## config.mk

```make
export PLATFORM = sky130hd
export DESIGN_NAME = prr_front
export DESIGN_NICKNAME = d
export VERILOG_FILES = /design/src/sv/prr_pkg.sv /design/src/sv/prr_fifo.sv /design/src/sv/prr_front.sv
export SDC_FILE = /design/constraint.sdc
export NUM_CORES = 1
export LEC_CHECK = 0
export BUFFER_PORTS_ARGS = -buffer_cell sky130_fd_sc_hd__buf_2
export CORE_MARGIN = 5
export CORE_UTILIZATION = 52
export DETAILED_ROUTE_END_ITERATION = 10
export GPL_TIMING_DRIVEN = 0
export PLACE_DENSITY_LB_ADDON = 0.15
export SYNTH_ARGS = -nofsm -noshare
export SYNTH_HDL_FRONTEND = slang
export SYNTH_SLANG_ARGS = --single-unit
```

## constraint.sdc

```tcl
create_clock -name clk_i -period 3.3 [get_ports clk_i]
set_clock_uncertainty 0.15 [all_clocks]
set_input_delay 0.33 -clock clk_i [delete_from_list [all_inputs] [get_ports clk_i]]
set_output_delay 0.33 -clock clk_i [all_outputs]
set_load 0.01 [all_outputs]
```

## src/sv/prr_pkg.sv

```systemverilog
// Shared types and codes for the piano roll rasterizer.
package prr_pkg;

  localparam int unsigned CELL_W = 7;

  typedef enum logic [1:0] {
    KIND_WRITE = 2'd0,
    KIND_READ  = 2'd1,
    KIND_CLEAR = 2'd2,
    KIND_NONE  = 2'd3
  } kind_e;

  typedef enum logic [1:0] {
    OP_NONE  = 2'd0,
    OP_WRITE = 2'd1,
    OP_READ  = 2'd2,
    OP_CLEAR = 2'd3
  } op_e;

  localparam logic [1:0] MODE_ONSET  = 2'd0;
  localparam logic [1:0] MODE_OFFSET = 2'd1;
  localparam logic [1:0] MODE_FRAME  = 2'd2;

  localparam logic [2:0] REG_PITCH_LOW  = 3'd0;
  localparam logic [2:0] REG_PITCH_HIGH = 3'd1;
  localparam logic [2:0] REG_ENC_VEL    = 3'd2;
  localparam logic [2:0] REG_MODE_COUNT = 3'd3;
  localparam logic [2:0] REG_PLANE_0    = 3'd4;
  localparam logic [2:0] REG_PLANE_1    = 3'd5;
  localparam logic [2:0] REG_PLANE_2    = 3'd6;

  typedef struct packed {
    logic [6:0]      pitch_low;
    logic [7:0]      pitch_high;
    logic            encode_velocity;
    logic [1:0]      mode_count;
    logic [2:0][1:0] plane_mode;
  } cfg_t;

  typedef struct packed {
    op_e               op;
    logic [1:0]        track;
    logic [6:0]        row;
    logic [5:0]        start;
    logic [6:0]        dur;
    logic [CELL_W-1:0] value;
    logic [1:0]        plane_index;
    logic [1:0]        planes;
    logic              dropped;
  } cmd_t;

endpackage

```

## src/sv/prr_fifo.sv

```systemverilog
// Small command queue between the classifier and the sequencer.
module prr_fifo #(
  parameter int unsigned WIDTH = 8,
  parameter int unsigned DEPTH = 2
) (
  input  logic             clk_i,
  input  logic             rst_ni,
  input  logic             push_i,
  input  logic [WIDTH-1:0] data_i,
  output logic             full_o,
  input  logic             pop_i,
  output logic             valid_o,
  output logic [WIDTH-1:0] data_o
);

  localparam int unsigned AW = (DEPTH > 1) ? $clog2(DEPTH) : 1;
  localparam int unsigned CW = $clog2(DEPTH + 1);

  logic [WIDTH-1:0] mem_q [DEPTH];
  logic [AW-1:0]    wr_ptr_q, wr_ptr_d;
  logic [AW-1:0]    rd_ptr_q, rd_ptr_d;
  logic [CW-1:0]    count_q, count_d;
  logic             do_push, do_pop;

  assign full_o  = (count_q == CW'(DEPTH));
  assign valid_o = (count_q != '0);
  assign data_o  = mem_q[rd_ptr_q];
  assign do_push = push_i && !full_o;
  assign do_pop  = pop_i && valid_o;

  always_comb begin
    wr_ptr_d = wr_ptr_q;
    rd_ptr_d = rd_ptr_q;
    count_d  = count_q;
    if (do_push) begin
      wr_ptr_d = (wr_ptr_q == AW'(DEPTH - 1)) ? '0 : wr_ptr_q + 1'b1;
    end
    if (do_pop) begin
      rd_ptr_d = (rd_ptr_q == AW'(DEPTH - 1)) ? '0 : rd_ptr_q + 1'b1;
    end
    if (do_push && !do_pop) begin
      count_d = count_q + 1'b1;
    end else if (do_pop && !do_push) begin
      count_d = count_q - 1'b1;
    end
  end

  always_ff @(posedge clk_i or negedge rst_ni) begin
    if (!rst_ni) begin
      wr_ptr_q <= '0;
      rd_ptr_q <= '0;
      count_q  <= '0;
    end else begin
      wr_ptr_q <= wr_ptr_d;
      rd_ptr_q <= rd_ptr_d;
      count_q  <= count_d;
    end
  end

  always_ff @(posedge clk_i) begin
    if (do_push) begin
      mem_q[wr_ptr_q] <= data_i;
    end
  end

  a_count_bound: assert property (@(posedge clk_i) disable iff (!rst_ni)
    count_q <= CW'(DEPTH))
    else $error("queue count beyond depth");

  a_no_overflow: assert property (@(posedge clk_i) disable iff (!rst_ni)
    full_o |-> !push_i)
    else $error("push into full queue");

  a_pass_through: assert property (@(posedge clk_i) disable iff (!rst_ni)
    (push_i && !full_o && count_q == '0) |=> (valid_o && data_o == $past(data_i)))
    else $error("word pushed into empty queue not at head");

endmodule

```

## src/sv/prr_front.sv

```systemverilog
// Front end: takes input words, classifies them against the config and queues commands.
module prr_front import prr_pkg::*; #(
  parameter int unsigned MAX_PLANES  = 3,
  parameter int unsigned TRACKS      = 4,
  parameter int unsigned PITCH_ROWS  = 128,
  parameter int unsigned TIME_DEPTH  = 64,
  parameter int unsigned QUEUE_DEPTH = 2
) (
  input  logic       clk_i,
  input  logic       rst_ni,
  input  logic [1:0] kind_i,
  input  logic [1:0] track_i,
  input  logic [6:0] pitch_i,
  input  logic [5:0] start_tick_i,
  input  logic [6:0] duration_i,
  input  logic [6:0] velocity_i,
  input  logic [1:0] plane_index_i,
  input  logic       in_valid_i,
  output logic       in_stall_o,
  input  cfg_t       cfg_i,
  input  logic       init_busy_i,
  output cmd_t       cmd_o,
  output logic       cmd_valid_o,
  input  logic       cmd_pop_i
);

  cmd_t       cmd;
  logic       track_ok, pitch_ok, read_ok, full;
  logic [6:0] row;

  assign row      = pitch_i - cfg_i.pitch_low;
  assign track_ok = (5'(track_i) < 5'(TRACKS));
  assign pitch_ok = (pitch_i >= cfg_i.pitch_low) && ({1'b0, pitch_i} < cfg_i.pitch_high)
                    && ({1'b0, row} < 8'(PITCH_ROWS));
  assign read_ok  = (3'(plane_index_i) < 3'(MAX_PLANES)) && track_ok
                    && ({1'b0, pitch_i} < 8'(PITCH_ROWS))
                    && (13'(start_tick_i) < 13'(TIME_DEPTH));

  always_comb begin
    cmd             = '0;
    cmd.op          = OP_NONE;
    cmd.track       = track_i;
    cmd.row         = row;
    cmd.start       = start_tick_i;
    cmd.dur         = duration_i;
    cmd.value       = cfg_i.encode_velocity ? velocity_i : 7'd1;
    cmd.plane_index = plane_index_i;
    cmd.planes      = (3'(cfg_i.mode_count) > 3'(MAX_PLANES)) ? 2'(MAX_PLANES)
                                                               : cfg_i.mode_count;
    cmd.dropped     = 1'b0;
    unique case (kind_i)
      KIND_WRITE: begin
        if (track_ok) begin
          if (pitch_ok) begin
            cmd.op = OP_WRITE;
          end else begin
            cmd.dropped = 1'b1;
          end
        end
      end
      KIND_READ: begin
        cmd.row = pitch_i;
        if (read_ok) begin
          cmd.op = OP_READ;
        end
      end
      KIND_CLEAR: cmd.op = OP_CLEAR;
      default: cmd.op = OP_NONE;
    endcase
  end

  assign in_stall_o = full || init_busy_i;

  prr_fifo #(
    .WIDTH ($bits(cmd_t)),
    .DEPTH (QUEUE_DEPTH)
  ) u_queue (
    .clk_i   (clk_i),
    .rst_ni  (rst_ni),
    .push_i  (in_valid_i && !in_stall_o),
    .data_i  (cmd),
    .full_o  (full),
    .pop_i   (cmd_pop_i),
    .valid_o (cmd_valid_o),
    .data_o  (cmd_o)
  );

endmodule

```

# Word level (Yosys, flattened, before mapping)
# Memories as Yosys holds them, arrays and structs flattened.
# Cells that the tools add are included.
# W data, S select, Z words.
# classes
n_shift	0
div	0
n_mul	0
n_eq_ne	3
addsub	5
n_bitwise	0
reduce_logical	14
mux	13
magnitude_cmp	3
# ops
operator	n
$mux W7	2
$lt A7 B8 Y1	1
$ge A7 B7 Y1	1
$mux W1	7
$sub A7 B7 Y7	1
$logic_and A1 B1 Y1	6
$mux W2	3
$pmux W2 S3	1
$eq A2 B2 Y1 const B	2
$logic_not A1 Y1	4
$reduce_bool A2 Y1	2
$add A1 B1 Y1 const B	2
$add A2 B1 Y2 const B	1
$eq A2 B1 Y1 const B	1
$logic_not A2 Y1	1
$lt A2 B2 Y1 const B	1
$sub A2 B1 Y2 const B	1
$logic_or A1 B1 Y1	1
# word_totals
ff_bits	4
elab_cells	42
output_inout_bits	38
memories	1
ramBits	72
rom_bits	0
latchBits	0
# memory_table
name	words	width	rd	rd_ports_with_merged_regs	wr	line_no	text
u_queue.mem_q	2	36	1	0	1	prr_fifo.sv:19	logic [WIDTH-1:0] mem_q [DEPTH];

# Logic depth before layout (Yosys ltp)
# depth
ltp_word	9
depth_mapped	8
mapped_depth_nobuf	8

# Modules after synthesis
# Synthesis repeated with hierarchy kept, for this count alone.
# hier_totals
cells_unflattened	236
hier_area_um2	3683.5
# by_module_without_submodules
module	seq_area_each_um2	cells_per_inst	area_per_inst_um2	n_inst
prr_fifo	2262.2	131	2947.8	1
prr_front	0.0	105	735.7	1

# Least setup slack after synthesis
# OpenSTA, ideal clock, no wires.
# synth_path
path_type	register to register
startpoint	register u_queue.count_q[0]
endpoint	memory u_queue.mem_q[0][0] (netlist name) (enable)
t_arrival_ns	2.250
slack_ns	0.471
setup_time_ns	0.429
t_required_ns	2.721
path_stages_with_launch	5
path_cell_list	dfrtp_1 > inv_1 > a21oi_1 > nand2_1 > nor2_1
# synth_via
elab_chain_len	7
# synth_lines
item	line_no	text
from (decl)	prr_fifo.sv:22	logic [CW-1:0] count_q, count_d;
from (signal assigned)	prr_fifo.sv:56	count_q <= count_d;
$eq A2 B2 Y1 (*)	prr_fifo.sv:25	assign full_o = (count_q == CW'(DEPTH));
$logic_or A1 B1 Y1	prr_front.sv:72	assign in_stall_o = full || init_busy_i;
$logic_not A1 Y1	prr_front.sv:80	.push_i (in_valid_i && !in_stall_o),
$logic_and A1 B1 Y1	prr_front.sv:80	
$logic_and A1 B1 Y1 (*)	prr_fifo.sv:28	assign do_push = push_i && !full_o;
$mux W1 (*)	prr_fifo.sv:61	if (do_push) begin
$mux W1 (implied by the code) (*)	prr_fifo.sv:62	mem_q[wr_ptr_q] <= data_i;
to (decl)	prr_fifo.sv:19	
# Every way passes the cells marked *; elsewhere a longest branch is shown, timed or not.

==> reports/results.tsv <==
stage	metric	value	unit
status	status	finished, final reports clean	
global_routing	grt_max_degree	37	
drt	ant_nets	0	
timing	setup_viol	0	
drt	met1_length	2500	um
placement	io_buffers	93	
die	dieHeight	91.3	um
timing	max-slew-margin-rel	42.7	%
global_routing	grt_pass1_wl	10100	um
finish	layout_common_cells	buf_2, edfxtp_1, mux2_2	
synthesis	synthArstFlopShare	5.26	%
clock_tree	cts_root_buf	clkbuf_8	
critical_path	ff2ff_setup_slack	1280	ps
clock_tree	clockBufferDepth	2	
timing	whs	30.5	ps
die	fp-row-count	29	
die	ios	100	
clock_tree	postCtsSetupRepairBufs	0	
clock_tree	cts.sinks	76	
placement	dp_cells	402	
timing	rsz0062_at_grt	false	
finish	layout_commonest_cell	buf_2	
synthesis	yosysUniqueCellTypes	36	
critical_path	critical_path.cell_chain	buf_2, buf_2, mux2_2, buf_2	
finish	fin_util	67.1	%
die	die_w	91.3	um
drt	met2WireLength	3250	um
critical_path	critPathRequiredTime	2820	ps
drt	post_drt_wl_per_cell	14.9	um
clock_tree	clock_latency	330	ps
timing	worstMarginPinSlew	859	ps
power_and_ir_drop	leakage	1.77	nW
critical_path	reg2reg_to	u_queue.mem_q[1][24]$_DFFE_PP_	
critical_path	max_stage_delay	380	ps
critical_path	worst_path_most_repeated_cell	buf_2	
timing	fin_crit	2170	ps
synthesis	synth-seq-area-share	65.8	%
drt	viasPerCell	5.10	
finish	fin_nets	414	
synthesis	synth_ff_type	edfxtp_1	
placement	dpl.hpwl	4650	um
clock_tree	cts_tree	built	
drt	wl_met3	372	um
drt	num_vias	2137	
run	cap_violations	0	
die	die-area	8330	sq um
synthesis	syn_area	3440	sq um
critical_path	crit_fanout	10	
timing	drv_slew	0	
critical_path	cp_num_buf_inv	3	
global_routing	grt_pass1_vias	2166	
worst_hold_path	hp-class	in -> reg	
power_and_ir_drop	irDropWorstVdd	0.425	mV
timing	finalHoldViolCount	0	
finish	fin_cells	419	
synthesis	synth_edf_count	72	
drt	first_iter_violations	68	
timing	fin_crit_sh	65.8	%
global_routing	antenna_found_initial	0	
synthesis	synth.avg_cell_area	14.9	sq um
critical_path	slowest_stage	mux2_2	
drt	totalWireLength	6220	um
worst_hold_path	holdPathStages	1	
worst_hold_path	hold_end	u_queue.mem_q[1][1]$_DFFE_PP_	
global_routing	grt.total_usage	15.4	%
critical_path	path_class	reg -> out	
synthesis	yosys_warnings	0	
finish	area_delta_synth_final	24.7	%
synthesis	ys_ff_latch	76	
finish	drive_above_1_share	45.0	%
drt	highest_layer	met4	
clock_tree	htreeDepth	3	
die	start_util	53.8	%
synthesis	synthCells	231	
critical_path	crit_arrival	1690	ps
finish	fillers	471	
critical_path	end_kind	output pin	
finish	antenna_cells	0	
clock_tree	numCtsBuffers	9	
drt	drt-pass1-iter-count	5	
timing	fmax	461	MHz
critical_path	reg2reg_depth	3	
synthesis	syn_nets	308	
critical_path	start_kind	flip-flop	
critical_path	r2r_start	u_queue.count_q[0]$_DFFE_PN0P_	
die	core_area	6390	sq um
critical_path	crit_family	buffers and inverters	
worst_hold_path	worst_hold_startpoint	cfg_i[6]	
power_and_ir_drop	p_total	2.96	mW
drt	drc	0	
clock_tree	clk_pin_slew_worst_paths	80	ps
power_and_ir_drop	powerDensity	692	nW/um^2
placement	gp_congestion	0.765	
global_routing	gr-total-overflow	0	
==> sequential cells by signal, indices dropped and copies added (netlist names) <==
register,cells
u_queue.mem_q,72
u_queue.rd_ptr_q,1
u_queue.count_q,2
u_queue.wr_ptr_q,1
==> how the worst max path moves through the flow <==
stage,from,to,slack (ps),cells past startpoint
5_1_grt,u_queue.rd_ptr_q$_DFFE_PN0P_,cmd_o[30],1030,4
3_5_place_dp,pitch_i[0],u_queue.mem_q[1][31]$_DFFE_PP_,1060,8
6_report,u_queue.rd_ptr_q$_DFFE_PN0P_,cmd_o[29],1130,4
3_3_place_gp,u_queue.count_q[0]$_DFFE_PN0P_,u_queue.mem_q[0][10]$_DFFE_PP_,-410,4
2_1_floorplan,u_queue.count_q[0]$_DFFE_PN0P_,u_queue.mem_q[0][0]$_DFFE_PP_,470,4
4_1_cts,u_queue.rd_ptr_q$_DFFE_PN0P_,cmd_o[29],1080,4
==> worst reg2reg max path, stage by stage, from the launching register on <==
cell	delay, ps
dfrtp_1	420
inv_1	60
a21oi_1	200
and3_2	800
==> routing by layer <==
metal | vias to the layer above | global-route usage (%)
met5 | - | 0
met4 | 0 | 7.33
met3 | 8 | 3.47
met2 | 74 | 26.7
met1 | 983 | 18.0
li1 | 1072 | -
==> synth_stat cells, drive strengths merged, types with 3 or more instances <==
| cell type | instances | area (sq um) |
|---|---|---|
| edfxtp | 72 | 2160 |
| mux2 | 36 | 405 |
| inv | 19 | 71.3 |
| ha | 14 | 175 |
| nand2 | 9 | 33.8 |
| o21ai | 9 | 45.0 |
| a21oi | 8 | 40.0 |
| nor2 | 8 | 30.0 |
| and2 | 6 | 37.5 |
| buf | 5 | 25.0 |
| dfrtp | 4 | 100 |
| nor2b | 4 | 25.0 |
| xnor2 | 4 | 35.0 |
| nand2b | 3 | 18.8 |
| nand3 | 3 | 15.0 |
| nor3 | 3 | 15.0 |
| xor2 | 3 | 26.3 |
==> report_power, final <==
part	internal [mW]	total (mW)	switching [mW]
logic	0.427	0.874	0.447
clock network	0.504	0.829	0.325
registers	1.22	1.26	0.0438
==> area by class of cell <==
type,count,area [sq um],share of cell area (%)
clock buffers,10,128,2.98
clock inverters,6,113,2.63
plain buffers,5,25.0,0.584
inverters,19,71.3,1.66
multi-input cells,131,1090,25.4
repair buffers,95,503,11.7
flip-flops and latches,76,2260,52.8
well taps,77,96.3,2.25
==> stage by stage <==
stage / instance area [sq um] / setup WS [ps] / TNS [ps]
2_1_floorplan: 3440 / 471 / 0
3_3_place_gp: 4000 / -411 / -14720
3_5_place_dp: 4030 / 1060 / 0
4_1_cts: 4280 / 1080 / 0
5_1_grt: 4280 / 1030 / 0
6_report: 4280 / 1130 / 0
==> cells by family after synthesis <==
logic type / count (synthesis) / share of synthesized area [%]
flops: 76 / 65.8
fa+ha+maj: 15 / 5.68
simple gates: 44 / 6.70
mux: 37 / 12.1
xor+xnor: 7 / 1.78
buf+inv: 24 / 2.80
compound gates: 28 / 5.10
==> what timing repair did <==
action	4_1_cts	5_1_grt
endpoints found under the setup margin	0	0
resized for setup	0	0
hold buffers	1	0
endpoints found under the hold margin	4	0
No activity file was read; power rests on OpenSTA's default activity.
